==> src/sv/crcd_pkg.sv <==
package crcd_pkg;

	typedef enum logic [1:0] {
		KIND_CHAR = 2'd0,
		KIND_HEX  = 2'd1,
		KIND_B64  = 2'd2,
		KIND_END  = 2'd3
	} kind_t;

	typedef enum logic [1:0] {
		MODE_PLAIN = 2'd0,
		MODE_HEX   = 2'd1,
		MODE_B64   = 2'd2
	} mode_t;

	typedef enum logic [2:0] {
		ST_BYTE     = 3'd0,
		ST_CLOSED   = 3'd1,
		ST_LEFTOVER = 3'd2,
		ST_ILLEGAL  = 3'd3,
		ST_END      = 3'd4
	} status_t;

	localparam logic [7:0] CH_BAR   = 8'h7C;
	localparam logic [7:0] CH_BRACE = 8'h7D;
	localparam logic [7:0] CH_HASH  = 8'h23;
	localparam logic [7:0] CH_PAD   = 8'h3D;

	localparam int unsigned BUF_W = 12;
	localparam int unsigned CNT_W = 4;
	localparam logic [CNT_W-1:0] CNT_MAX  = 4'd12;
	localparam logic [CNT_W-1:0] CNT_BYTE = 4'd8;
	localparam logic [CNT_W-1:0] HEX_BITS = 4'd4;
	localparam logic [CNT_W-1:0] B64_BITS = 4'd6;

	typedef struct packed {
		logic       skip;
		logic       close;
		logic       digit;
		logic [5:0] value;
	} class_t;

	typedef struct packed {
		logic       emit;
		status_t    status;
		logic [7:0] data;
	} res_t;

endpackage

==> src/sv/crcd_if.sv <==
interface crcd_item_if;
	logic       valid;
	logic       ready;
	logic [1:0] kind;
	logic [7:0] char_in;

	modport source (output valid, output kind, output char_in, input ready);
	modport sink (input valid, input kind, input char_in, output ready);
endinterface

interface crcd_result_if;
	logic       valid;
	logic       ready;
	logic [2:0] status;
	logic [7:0] byte_out;

	modport source (output valid, output status, output byte_out, input ready);
	modport sink (input valid, input status, input byte_out, output ready);
endinterface

==> src/sv/crcd_classify.sv <==
module crcd_classify
	import crcd_pkg::*;
(
	input  mode_t      mode,
	input  logic [7:0] ch,
	output class_t     cls
);

	logic is_space;

	assign is_space = (ch == 8'h20) || (ch == 8'h09) || (ch == 8'h0A) ||
		(ch == 8'h0B) || (ch == 8'h0C) || (ch == 8'h0D);

	always_comb begin
		cls.skip  = is_space || (mode == MODE_B64 && ch == CH_PAD);
		cls.close = (mode == MODE_B64 && (ch == CH_BAR || ch == CH_BRACE)) ||
			(mode == MODE_HEX && ch == CH_HASH);
		cls.digit = 1'b0;
		cls.value = 6'd0;
		if (mode == MODE_HEX) begin
			if (ch >= 8'h30 && ch <= 8'h39) begin
				cls.digit = 1'b1;
				cls.value = 6'(ch - 8'h30);
			end else if (ch >= 8'h41 && ch <= 8'h46) begin
				cls.digit = 1'b1;
				cls.value = 6'(ch - 8'h41 + 8'd10);
			end else if (ch >= 8'h61 && ch <= 8'h66) begin
				cls.digit = 1'b1;
				cls.value = 6'(ch - 8'h61 + 8'd10);
			end
		end else begin
			if (ch >= 8'h41 && ch <= 8'h5A) begin
				cls.digit = 1'b1;
				cls.value = 6'(ch - 8'h41);
			end else if (ch >= 8'h61 && ch <= 8'h7A) begin
				cls.digit = 1'b1;
				cls.value = 6'(ch - 8'h61 + 8'd26);
			end else if (ch >= 8'h30 && ch <= 8'h39) begin
				cls.digit = 1'b1;
				cls.value = 6'(ch - 8'h30 + 8'd52);
			end else if (ch == 8'h2B) begin
				cls.digit = 1'b1;
				cls.value = 6'd62;
			end else if (ch == 8'h2F) begin
				cls.digit = 1'b1;
				cls.value = 6'd63;
			end
		end
	end

endmodule

==> src/sv/crcd_core.sv <==
module crcd_core
	import crcd_pkg::*;
(
	input  logic       clk,
	input  logic       arst_n,
	input  logic       fire,
	input  kind_t      kind,
	input  logic [7:0] ch,
	output res_t       res
);

	mode_t             mode_q, mode_d;
	logic [BUF_W-1:0]  buf_q, buf_d;
	logic [CNT_W-1:0]  cnt_q, cnt_d;
	class_t            cls;
	logic [BUF_W-1:0]  buf_sh;
	logic [BUF_W-1:0]  mask;
	logic [CNT_W:0]    cnt_sum;
	logic [CNT_W-1:0]  cnt_w;
	logic [CNT_W-1:0]  shamt;
	logic [BUF_W-1:0]  byte_sh;

	crcd_classify u_classify (
		.mode (mode_q),
		.ch   (ch),
		.cls  (cls)
	);

	always_comb begin
		if (mode_q == MODE_HEX) begin
			buf_sh  = {buf_q[BUF_W-5:0], cls.value[3:0]};
			cnt_sum = {1'b0, cnt_q} + {1'b0, HEX_BITS};
		end else begin
			buf_sh  = {buf_q[BUF_W-7:0], cls.value};
			cnt_sum = {1'b0, cnt_q} + {1'b0, B64_BITS};
		end
		cnt_w   = (cnt_sum[CNT_W-1:0] > CNT_MAX) ? CNT_MAX : cnt_sum[CNT_W-1:0];
		shamt   = cnt_w - CNT_BYTE;
		byte_sh = buf_sh >> shamt;
		mask    = (cnt_q >= CNT_MAX) ? {BUF_W{1'b1}} :
			BUF_W'((13'd1 << cnt_q) - 13'd1);
	end

	always_comb begin
		mode_d     = mode_q;
		buf_d      = buf_q;
		cnt_d      = cnt_q;
		res.emit   = 1'b0;
		res.status = ST_BYTE;
		res.data   = ch;
		case (kind)
			KIND_HEX: begin
				mode_d = MODE_HEX;
				buf_d  = '0;
				cnt_d  = '0;
			end
			KIND_B64: begin
				mode_d = MODE_B64;
				buf_d  = '0;
				cnt_d  = '0;
			end
			KIND_END: begin
				mode_d     = MODE_PLAIN;
				buf_d      = '0;
				cnt_d      = '0;
				res.emit   = 1'b1;
				res.status = ST_END;
				res.data   = 8'd0;
			end
			default: begin
				if (mode_q != MODE_HEX && mode_q != MODE_B64) begin
					res.emit = 1'b1;
				end else if (cls.close) begin
					mode_d     = MODE_PLAIN;
					buf_d      = '0;
					cnt_d      = '0;
					res.emit   = 1'b1;
					res.status = ((buf_q & mask) != '0) ? ST_LEFTOVER : ST_CLOSED;
				end else if (cls.skip) begin
					res.emit = 1'b0;
				end else if (!cls.digit) begin
					res.emit   = 1'b1;
					res.status = ST_ILLEGAL;
				end else begin
					buf_d = buf_sh;
					cnt_d = cnt_w;
					if (cnt_w >= CNT_BYTE) begin
						cnt_d    = shamt;
						res.emit = 1'b1;
						res.data = byte_sh[7:0];
					end
				end
			end
		endcase
	end

	always_ff @(posedge clk or negedge arst_n) begin
		if (!arst_n) begin
			mode_q <= MODE_PLAIN;
			buf_q  <= '0;
			cnt_q  <= '0;
		end else if (fire) begin
			mode_q <= mode_d;
			buf_q  <= buf_d;
			cnt_q  <= cnt_d;
		end
	end

	// a full byte never stays pending
	a_cnt_below_byte: assert property (@(posedge clk) disable iff (!arst_n)
		cnt_q < CNT_BYTE)
		else $error("bit count holds a full byte");

	a_plain_empty: assert property (@(posedge clk) disable iff (!arst_n)
		mode_q == MODE_PLAIN |-> (cnt_q == '0 && buf_q == '0))
		else $error("pending bits in plain mode");

	a_end_to_plain: assert property (@(posedge clk) disable iff (!arst_n)
		(fire && kind == KIND_END) |=> (mode_q == MODE_PLAIN && cnt_q == '0))
		else $error("end of input left a region open");

	a_open_clears: assert property (@(posedge clk) disable iff (!arst_n)
		(fire && (kind == KIND_HEX || kind == KIND_B64)) |=>
		(cnt_q == '0 && buf_q == '0 && mode_q != MODE_PLAIN))
		else $error("open command did not start an empty region");

endmodule

==> src/sv/coded_region_char_decoder.sv <==
// channel   dir   payload                  handshake
// item      in    kind[1:0] char_in[7:0]   valid/ready
// result    out   status[2:0] byte_out[7:0] valid/ready
//
// one request per cycle sustained, unless a waiting result stalls a request that makes a result
// the input register feeds one decode step into the result register
// arst_n clears the region state to plain mode and drops both valid flags
// a waiting result stalls only a request that makes a result

module coded_region_char_decoder
	import crcd_pkg::*;
(
	input logic              clk,
	input logic              arst_n,
	crcd_item_if.sink        item,
	crcd_result_if.source    result
);

	logic       valid_s1;
	kind_t      kind_s1;
	logic [7:0] char_s1;
	logic       out_valid_q;
	status_t    status_q;
	logic [7:0] byte_q;
	res_t       res;
	logic       fire;

	crcd_core u_core (
		.clk    (clk),
		.arst_n (arst_n),
		.fire   (fire),
		.kind   (kind_s1),
		.ch     (char_s1),
		.res    (res)
	);

	assign fire       = valid_s1 && (!res.emit || !out_valid_q || result.ready);
	assign item.ready = !valid_s1 || fire;

	always_ff @(posedge clk or negedge arst_n) begin
		if (!arst_n) begin
			valid_s1 <= 1'b0;
		end else if (item.ready) begin
			valid_s1 <= item.valid;
		end
	end

	always_ff @(posedge clk) begin
		if (item.ready && item.valid) begin
			kind_s1 <= kind_t'(item.kind);
			char_s1 <= item.char_in;
		end
	end

	always_ff @(posedge clk or negedge arst_n) begin
		if (!arst_n) begin
			out_valid_q <= 1'b0;
		end else if (fire && res.emit) begin
			out_valid_q <= 1'b1;
		end else if (result.ready) begin
			out_valid_q <= 1'b0;
		end
	end

	always_ff @(posedge clk) begin
		if (fire && res.emit) begin
			status_q <= res.status;
			byte_q   <= res.data;
		end
	end

	assign result.valid    = out_valid_q;
	assign result.status   = status_q;
	assign result.byte_out = byte_q;

endmodule

==> src/flat_wrapper.sv <==
// flat-port wrapper written by rule: the top's interface ports become plain ports
module coded_region_char_decoder_flat import crcd_pkg::*;
  (clk, arst_n, item_valid, item_kind, item_char_in, item_ready, result_valid, result_status, result_byte_out, result_ready);
  crcd_item_if item_i ();
  crcd_result_if result_i ();
  input logic clk;
  input logic arst_n;
  input wire logic [$bits(item_i.valid)-1:0] item_valid;
  input wire logic [$bits(item_i.kind)-1:0] item_kind;
  input wire logic [$bits(item_i.char_in)-1:0] item_char_in;
  output wire logic [$bits(item_i.ready)-1:0] item_ready;
  output wire logic [$bits(result_i.valid)-1:0] result_valid;
  output wire logic [$bits(result_i.status)-1:0] result_status;
  output wire logic [$bits(result_i.byte_out)-1:0] result_byte_out;
  input wire logic [$bits(result_i.ready)-1:0] result_ready;
  assign item_i.valid = item_valid;
  assign item_i.kind = item_kind;
  assign item_i.char_in = item_char_in;
  assign item_ready = item_i.ready;
  assign result_valid = result_i.valid;
  assign result_status = result_i.status;
  assign result_byte_out = result_i.byte_out;
  assign result_i.ready = result_ready;
  coded_region_char_decoder u_core (.clk(clk), .arst_n(arst_n), .item(item_i), .result(result_i));
endmodule
==> config.mk <==
export PLATFORM = sky130hd
export DESIGN_NAME = coded_region_char_decoder_flat
export DESIGN_NICKNAME = d
export VERILOG_FILES = /design/src/sv/crcd_pkg.sv /design/src/sv/crcd_if.sv /design/src/sv/crcd_classify.sv /design/src/sv/crcd_core.sv /design/src/sv/coded_region_char_decoder.sv /design/src/flat_wrapper.sv
export SDC_FILE = /design/constraint.sdc
export NUM_CORES = 1
export LEC_CHECK = 0
export BUFFER_PORTS_ARGS = -buffer_cell sky130_fd_sc_hd__clkbuf_2
export CAP_MARGIN = 0
export CORE_MARGIN = 2
export CORE_UTILIZATION = 55
export DETAILED_ROUTE_END_ITERATION = 10
export PLACE_DENSITY = 0.81
export SYNTH_ARGS = -nofsm -noshare
export SYNTH_HDL_FRONTEND = slang
export SYNTH_SLANG_ARGS = --single-unit
==> constraint.sdc <==
create_clock -name clk -period 4 [get_ports clk]
set_clock_uncertainty 0.15 [all_clocks]
set_input_delay 0.4 -clock clk [delete_from_list [all_inputs] [get_ports clk]]
set_output_delay 0.4 -clock clk [all_outputs]
set_load 0.02 [all_outputs]
======== Yosys cells after proc, flatten, opt, wreduce, memory -nomap -nowiden ========
Index checks and enable logic that the tools add are counted.
storage, ports and cells
  flip-flop bits (word level) ............. 41
  input bits .............................. 14
  output and inout port bits .............. 13
  word-level logic and storage cells ...... 132
operators by class
  $add $sub $neg .......................... 11
  order comparisons ....................... 11
  eq/ne operators ......................... 22
  shift-type cells ........................ 2
  multiplexer cells ....................... 42
  bitwise logic cells ..................... 1
  reduce and logical (&&, ||, !) cells .... 34
operators with widths
  cell                                                                               count
  12-bit 2-to-1 mux                                                                  7
  7-bit 2-to-1 mux                                                                   9
  8-bit by 4-bit equality test with 1-bit output (second input constant)             5
  8-bit by 6-bit equality test with 1-bit output (second input constant)             5
  4-bit 2-to-1 mux                                                                   9
  8-bit by 7-bit less-or-equal comparator with 1-bit output (second input constant)  4
  8-bit 2-to-1 mux                                                                   3
  12-bit one-hot mux with 2 select lines                                             1
  8-bit by 7-bit equality test with 1-bit output (second input constant)             2
  8-bit by 7-bit >= comparator with 1-bit output (second input constant)             2
  6-bit by 4-bit adder with 6-bit output (second input constant)                     2
  12-bit bitwise AND                                                                 1
  1-bit logical AND                                                                  12
  12-bit nonzero test                                                                1
  1-bit by 4-bit left shift with 12-bit output (first input constant)                1
  12-bit by 4-bit >> shifter with 8-bit output                                       1
  12-bit by 1-bit subtractor with 12-bit output (second input constant)              1
  6-bit subtractor (second input constant)                                           2
  1-bit logical OR                                                                   11
  11-bit 2-to-1 mux                                                                  1
  10-bit 2-to-1 mux                                                                  1
  4-bit by 3-bit adder with 4-bit output (second input constant)                     2
  4-bit >= comparator (second input constant)                                        2
  8-bit by 6-bit >= comparator with 1-bit output (second input constant)             1
  other kinds (23)                                                                   37

======== Depth between registers and ports, before layout ========
Gate-level depths: netlist (run 1).
  depth in word-level cells ............... 21
  depth in mapped cells ................... 13
  mapped depth without buffers ............ 12

======== Modules after synthesis ========
Synthesis (run 1) repeated with hierarchy kept, for this count alone.
unflattened totals
  cells, all modules ...................... 422
  area total of the unflattened synthesis .. 3731.1 um2
modules (own cells, without submodules)
  module                     instances  cells each  area an instance (um2)  sequential area each (um2)
  crcd_core                  1          232         1861.8                  450.4
  crcd_classify              1          159         1132.3                  0.0
  coded_region_char_decoder  1          31          737.0                   680.7

======== Worst setup path before layout (run 1) ========
Ideal clock, no wire load.
  path type ............................... register -> register
  start ................................... reg u_core.char_s1[1]
  end ..................................... reg u_core.byte_q[0], in the netlist u_core.result.byte_out[0], enable pin
  setup time .............................. 0.378 ns
  data arrival time ....................... 2.804 ns
  required time ........................... 3.472 ns
  slack ................................... 0.667 ns
  stages on the path, launching flop included .. 11
  path buffers ............................ 1
  clock period less this slack ............ 3.333 ns
  cell sequence ........................... edfxtp_1 > buf_2 > inv_1 > ha_1 > nand2b_1 > and4_1 > o32a_1 > nor4_4 > o21ai_2 > a31o_2 > nor2_1
on the way
  cells in the longest elaborated chain, start to end .. 17
  elaborated cells on any way between the ends .. 55
  classes of those cells .................. order compare: 8; eq/ne: 12; mux: 14; reduce/logical: 21
ends and longest elaborated chain
  item                                                                                    line                             text
  start, declared                                                                         coded_region_char_decoder.sv:21  logic [7:0] char_s1;
  start signal, assigned                                                                  coded_region_char_decoder.sv:51  char_s1 <= item.char_in;
  branches (longest 9 deep; another with 8-bit by 6-bit >= comparator with 1-bit output)  n/a
  4-bit 2-to-1 mux (*)                                                                    crcd_core.sv:73                  end else if (cls.close) begin
  1-bit 2-to-1 mux (*)                                                                    crcd_core.sv:71                  if (mode_q != MODE_HEX && mode_q != MODE_B64) begin
  12-bit one-hot mux with 2 select lines (*)                                              crcd_core.sv:51                  case (kind)
  1-bit zero test                                                                         coded_region_char_decoder.sv:37  assign fire = valid_s1 && (!res.emit || !out_valid_q || result.ready);
  1-bit logical OR (2 in a row)                                                           coded_region_char_decoder.sv:37
  1-bit logical AND                                                                       coded_region_char_decoder.sv:37
  1-bit logical AND (*)                                                                   coded_region_char_decoder.sv:66  if (fire && res.emit) begin
  end signal, assigned                                                                    coded_region_char_decoder.sv:68  byte_q <= res.data;
  end, declared                                                                           coded_region_char_decoder.sv:24  logic [7:0] byte_q;
Mark *: on every way between the ends.
A chain may end at the register's enable or synchronous reset.

======== Final worst setup path (run 1) ========
  start ................................... reg u_core.char_s1[5]
  end ..................................... out item_ready
on the way
  cells in the longest elaborated chain, start to end .. 17
  elaborated cells on any way between the ends .. 55
  classes of those cells .................. order compare: 8; eq/ne: 12; mux: 14; reduce/logical: 21
ends and longest elaborated chain
  item                                                                                    line                             text
  branches (longest 9 deep; another with 8-bit by 6-bit >= comparator with 1-bit output)  n/a
  4-bit 2-to-1 mux (*)                                                                    crcd_core.sv:73
  1-bit 2-to-1 mux (*)                                                                    crcd_core.sv:71
  12-bit one-hot mux with 2 select lines (*)                                              crcd_core.sv:51
  1-bit zero test (*)                                                                     coded_region_char_decoder.sv:37
  1-bit logical OR (*) (2 in a row)                                                       coded_region_char_decoder.sv:37
  1-bit logical AND (*)                                                                   coded_region_char_decoder.sv:37
  1-bit logical OR (*)                                                                    coded_region_char_decoder.sv:38  assign item.ready = !valid_s1 || fire;
  end, declared                                                                           flat_wrapper.sv:11               output wire logic [$bits(item_i.ready)-1:0] item_ready;
Marks and branches as above.

==> impl_metrics.yaml, run 1 <==
yosys:
  synth_common_cells: "nor2_1, ha_1, nand2_1"
  post_synth_num_cell_types: 79
  synth_seq_cells: 41
  async_reset_ff_frac: 0.488
  synth_edf_count: 21
  ys_seq_area_frac: 0.298
  synthXorXnorAreaFrac: 0.0207
  post-synth-top-count-cell: "nor2_1"
  syn-instance-count: 407
  synth_ff_type: "edfxtp_1"
  synthMuxAreaShare: 0.0952
  syn_area_per_cell_um2: 9.34
  yosys-top-cells-area: "edfxtp_1, dfrtp_1, ha_1"
  synth_top_family_by_area: "compound AO/OA/AOI/OAI gates"
  synth-compound-area-share: 0.240
  synthSimpleGateAreaFrac: 0.188
  synth_area_leader_cell: "edfxtp_1"
  netlist_area_um2: 3800
  synthAdderAreaFrac: 0.0922
  syn_nets: 449
  synth_top_area_share: 0.166
  yosys_warnings: 0
critical_path:
  crit_arrival_ns: 3.20
  crit_path_top_delay_cell: "edfxtp_1"
  r2r_slack_ns: 0.43
  start_kind: "flip-flop"
  crit_chain: "inv_1 -> ha_1 -> a21boi_0 -> a311oi_4 -> nor2_2 -> nor4_4 -> o21ai_2 -> a31o_2 -> nor2_1 -> inv_1 -> clkbuf_2"
  crit_buf_inv: 3
  required_ns: 3.45
  timing.rr.start: "u_core.char_s1[0]$_DFFE_PP_"
  crit_type: "flip-flop to output pin"
  cp_common_cell: "inv_1"
  timing.rr.end: "u_core.result.byte_out[3]$_DFFE_PP_"
  cp_max_fo: 12
  crit_family: "compound AO/OA/AOI/OAI gates"
  endpoint_kind: "output pin"
  rr_worst_depth: 12
  cpPeakStageDelay_ns: 0.60
clocking:
  cts_tree: "built"
  root_buffer: "clkbuf_8"
  path_clk_slew_ns: 0.08
  htreeDepth: 2
  cts_resized: 0
  cts_buffers: 5
  cts.path.max_buffers: 2
  clk-insertion-delay-late_ns: 0.31
  clock-sinks: 41
global_routing:
  antenna_found_initial: 0
  grt.overflow.total: 0
  grt_max_degree: 21
  grt_use_total: 0.277
  grt_pass1_wl_mm: 16.4
  grt_pass1_vias: 3181
timing:
  drv_slew: 0
  worstMarginPinSlew_ns: 0.925
  fin_crit_sh: 0.938
  slew_headroom: 0.379
  finalHoldViolCount: 0
  rsz0062_at_grt: "false"
  tns_ns: 0
  finalCriticalPeriod_ns: 3.75
  fmax_ghz: 0.267
  finalSetupViolCount: 0
place:
  port_buffers: 26
  dpl_cell_area_um2: 4020
  hpwl_mm: 7.57
  place_congestion: 1.01
run_status:
  outcome: "completed"
route:
  via_per_inst: 6.53
  drc: 0
  drt_iter0_drc: 437
  wl_per_cell_um: 19.2
  firstDrtPassIters: 5
  vias: 3401
  ant_nets: 0
  wl_mm: 10.0
worst_hold_path:
  min_to: "u_core.char_s1[4]$_DFFE_PP_"
  hold_path.class: "primary input to flip-flop"
  min-delay-start: "item_char_in[4]"
  hold_depth: 1
die:
  num_rows: 30
  fp.dieH_um: 87.1
  die_x_um: 87.1
  pin_count: 27
  start_util: 0.562
  dieArea_um2: 7590
  core_region_area_um2: 6760
layout:
  nets: 482
  drive_above_1_share: 0.211
  stdcell_area_um2: 4160
  diodes: 0
  post-route-util: 0.616
  syn_to_final_growth_pct: 9.45
power_and_ir_drop:
  p_per_area_nw_per_um2: 378
  peakVddDrop_v: 0.000220
  power_uw: 1570
  p_leak_uw: 0.00183
run:
  max_cap_violations: 0
==> worst max-delay path by stage <==
stage	start	endpoint	slack (ns)	cells after the start
after floorplan	u_core.char_s1[1]$_DFFE_PP_	u_core.result.byte_out[0]$_DFFE_PP_	0.67	10
after global placement	u_core.char_s1[0]$_DFFE_PP_	u_core.result.byte_out[3]$_DFFE_PP_	0.31	12
after detailed placement	u_core.char_s1[0]$_DFFE_PP_	u_core.result.byte_out[3]$_DFFE_PP_	0.25	12
after CTS	u_core.char_s1[0]$_DFFE_PP_	item_ready	0.20	10
after global routing	u_core.char_s1[5]$_DFFE_PP_	item_ready	0.01	11
final	u_core.char_s1[5]$_DFFE_PP_	item_ready	0.25	11
==> cell families after synthesis <==
kind of cell	count (synthesis)
simple gates	128
compound gates	122
buf+inv	47
flops	41
mux	32
fa+ha+maj	28
xor+xnor	9
==> routing by layer <==
metal | up-vias | GRT usage | wire (um)
met4 | 0 | 0.0615 | 146
met2 | 159 | 0.450 | 4720
met5 | - | 0 | 0
li1 | 1604 | - | -
met3 | 18 | 0.0417 | 649
met1 | 1620 | 0.391 | 4490
==> cell usage in the layout, fill, tap and decap left out, types with 7 or more instances in the layout <==
master    instances
nand2_1          28
a21oi_1          20
nor2b_1           7
buf_4            23
nand3_1          13
mux2i_1          17
edfxtp_1         21
o21ai_0          20
dfrtp_1          20
a31oi_1           8
inv_1            20
ha_1             28
o211ai_1          7
clkbuf_2         26
mux2_2            9
a21o_1            7
nor2_1           31
nor3_1            7
==> power breakdown <==
group	switching [uW]	total (uW)	internal, uW	leakage [uW]
sequential	44.5	531	487	0.000472
combinational	462	748	286	0.00131
clock	150	291	141	0.0000488
total	657	1570	914	0.00183
==> area by class of cell <==
cell class | instances | area, um2
fill | 570 | 2600
multi-input combinational | 319 | 2420
sequential | 41 | 1130
timing repair buffer | 51 | 333
tap | 80 | 100
clock buffer | 7 | 86.3
inverter | 22 | 82.6
clock inverter | 1 | 6.26
==> worst reg2reg max path, cell delays in order, from the launching register on <==
cell	delay [ns]
edfxtp_1	0.40
inv_1	0.09
ha_1	0.26
xnor2_1	0.42
inv_1	0.09
ha_1	0.26
nor3_1	0.24
nand3_1	0.14
a21o_1	0.20
a222oi_1	0.46
nand2_1	0.18
a221oi_1	0.30
a21oi_1	0.11
==> through the flow <==
step	hold WS (ns)	worst slack [ns]	instances
floorplan	-0.0456	0.667	407
detailed placement	0.246	0.251	507
finish	0.120	0.248	521
global placement	0.238	0.309	507
CTS	0.117	0.203	516
global route	0.108	0.0101	521
==> what timing repair did <==
action,in CTS,in global routing
hold endpoints to repair,20,0
setup buffers,0,5
hold buffers,1,0
setup endpoints to repair,0,5
==> flip-flops by register name, indices dropped and copies added, names as in the netlist <==
signal                  flops
u_core.result.status        3
u_core.kind_s1              2
u_core.result.byte_out      8
u_core.char_s1              8
u_core.u_core.cnt_q         4
u_core.u_core.mode_q        2
u_core.valid_s1             1
u_core.result.valid         1
u_core.u_core.buf_q        12
(Power assumes the default switching activity.)
==> inputs of run 2 (changes only) <==
--- a/config.mk
+++ b/config.mk
@@ -10,6 +10,7 @@
 export CORE_MARGIN = 2
 export CORE_UTILIZATION = 55
 export DETAILED_ROUTE_END_ITERATION = 10
+export MAX_ROUTING_LAYER = met4
 export PLACE_DENSITY = 0.81
 export SYNTH_ARGS = -nofsm -noshare
 export SYNTH_HDL_FRONTEND = slang
==> impl_metrics.yaml, run 2 (synthesis results as in run 1) <==
run_status:
  outcome: "completed"
power_and_ir_drop:
  p_leak_uw: 0.00184
  p_per_area_nw_per_um2: 376
  peakVddDrop_v: 0.000194
clocking:
  cts_tree: "built"
  cts.path.max_buffers: 2
  path_clk_slew_ns: 0.07
  clk-insertion-delay-late_ns: 0.31
  root_buffer: "clkbuf_8"
  htreeDepth: 2
  cts_resized: 0
  cts_buffers: 5
  clock-sinks: 41
route:
  drt_iter0_drc: 424
  vias: 3470
  drc: 0
  via_per_inst: 6.63
  firstDrtPassIters: 5
  ant_nets: 0
  wl_per_cell_um: 19.4
  wl_mm: 10.2
global_routing:
  grt_pass1_vias: 3150
  grt_use_total: 0.285
  grt.overflow.total: 0
  antenna_found_initial: 0
  grt_max_degree: 21
  grt_pass1_wl_mm: 16.3
layout:
  fillCellCount: 581
  drive_above_1_share: 0.217
  diodes: 0
  largest_register_ffs: 12
  final_common_cell: "nor2_1"
  regMostFlops: "u_core.u_core.buf_q"
  syn_to_final_growth_pct: 9.65
  nets: 484
  mostFrequentLayoutCells: "nor2_1, nand2_1, ha_1, clkbuf_2, buf_4"
place:
  place_congestion: 1.06
  port_buffers: 26
  hpwl_mm: 7.64
worst_hold_path:
  hold_path.class: "primary input to flip-flop"
critical_path:
  crit_type: "flip-flop to output pin"
  cp_max_fo: 7
  start_kind: "flip-flop"
  crit_path_top_delay_cell: "edfxtp_1"
  cpPeakStageDelay_ns: 0.47
  cp_common_cell: "inv_1"
  required_ns: 3.45
  crit_chain: "inv_1 -> ha_1 -> nand2b_1 -> and4_1 -> o32a_1 -> nor4_4 -> o21ai_2 -> a31o_2 -> nor2_1 -> inv_1 -> clkbuf_2"
  endpoint_kind: "output pin"
  crit_arrival_ns: 3.19
timing:
  tns_ns: 0
  finalHoldViolCount: 0
  rsz0062_at_grt: "false"
  fin_crit_sh: 0.934
  finalSetupViolCount: 0
  drv_slew: 0
  fmax_ghz: 0.268
  worst_hold_slack_ns: 0.119
  slew_headroom: 0.491
  finalCriticalPeriod_ns: 3.74
  worstMarginPinSlew_ns: 0.762
die:
  fp.dieH_um: 87.1
  dieArea_um2: 7590
  start_util: 0.562
  core_region_area_um2: 6760
  pin_count: 27
  num_rows: 30
  die_x_um: 87.1
run:
  max_cap_violations: 0
## run 2: final cells by class
cell class	count	area, um2	share of cell area
Timing Repair Buffer	53	348	0.0835
Clock buffer	5	68.8	0.0165
Tap cell	80	100	0.0240
Multi-Input combinational cell	319	2420	0.581
Inverter	22	82.6	0.0198
Sequential cell	41	1130	0.271
Clock inverter	3	16.3	0.00390
## run 2: worst paths after layout
| path | startpoint | end | slack (ns) | cells past startpoint |
|---|---|---|---|---|
| worst max register to register | u_core.char_s1[1]$_DFFE_PP_ | u_core.result.byte_out[3]$_DFFE_PP_ | 0.34 | 12 |
| worst min register to register | u_core.u_core.buf_q[9]$_DFFE_PN0P_ | u_core.u_core.buf_q[9]$_DFFE_PN0P_ | 0.36 | 1 |
| min in group asynchronous | arst_n | u_core.u_core.cnt_q[3]$_DFFE_PN0P_ | 0.44 | 2 |
| worst min-delay path | item_char_in[5] | u_core.char_s1[5]$_DFFE_PP_ | 0.12 | 1 |
| worst max-delay path | u_core.char_s1[1]$_DFFE_PP_ | item_ready | 0.26 | 11 |
| max in group asynchronous | arst_n | u_core.u_core.cnt_q[2]$_DFFE_PN0P_ | 2.91 | 2 |
## run 2: power by group
part	internal [uW]	switching, uW	total (uW)
Combinational	295	470	764
Clock	121	150	271
Sequential	487	44.6	531
## run 2: what timing repair did
action | CTS | global route
setup buffers | 0 | 3
setup endpoints to repair | 0 | 3
hold endpoints to repair | 20 | 0
hold buffers | 1 | 0
## run 2: per-stage QoR
step | util | power, uW | worst slack [ns] | instances | instance area [um2]
after detailed placement | 0.599 | 1270 | 0.315 | 511 | 4050
after floorplan | - | 1090 | 0.667 | 407 | 3800
after global placement | 0.599 | 1260 | 0.417 | 511 | 4050
after global routing | 0.617 | 1650 | 0.0728 | 523 | 4170
after CTS | 0.613 | 1550 | 0.107 | 520 | 4140
final | 0.617 | 1570 | 0.265 | 523 | 4170
## run 2: worst max-delay path: cells and delay by family, from the launching register on
kind | cells | cell delay, ns
AO/OA/AOI/OAI | 3 | 0.84
adder cells (fa/ha/maj) | 1 | 0.29
buffers and inverters | 3 | 0.36
flip-flops | 1 | 0.47
AND/OR/NAND/NOR | 4 | 0.92
## run 2: per-layer routing
| layer | global-route usage | part of all wire | routed length, um |
|---|---|---|---|
| met3 | 0.0578 | 0.084 | 850 |
| met1 | 0.382 | 0.42 | 4280 |
| met2 | 0.434 | 0.47 | 4760 |
| met4 | 0.0923 | 0.026 | 264 |
| met5 | - | 0 | 0 |
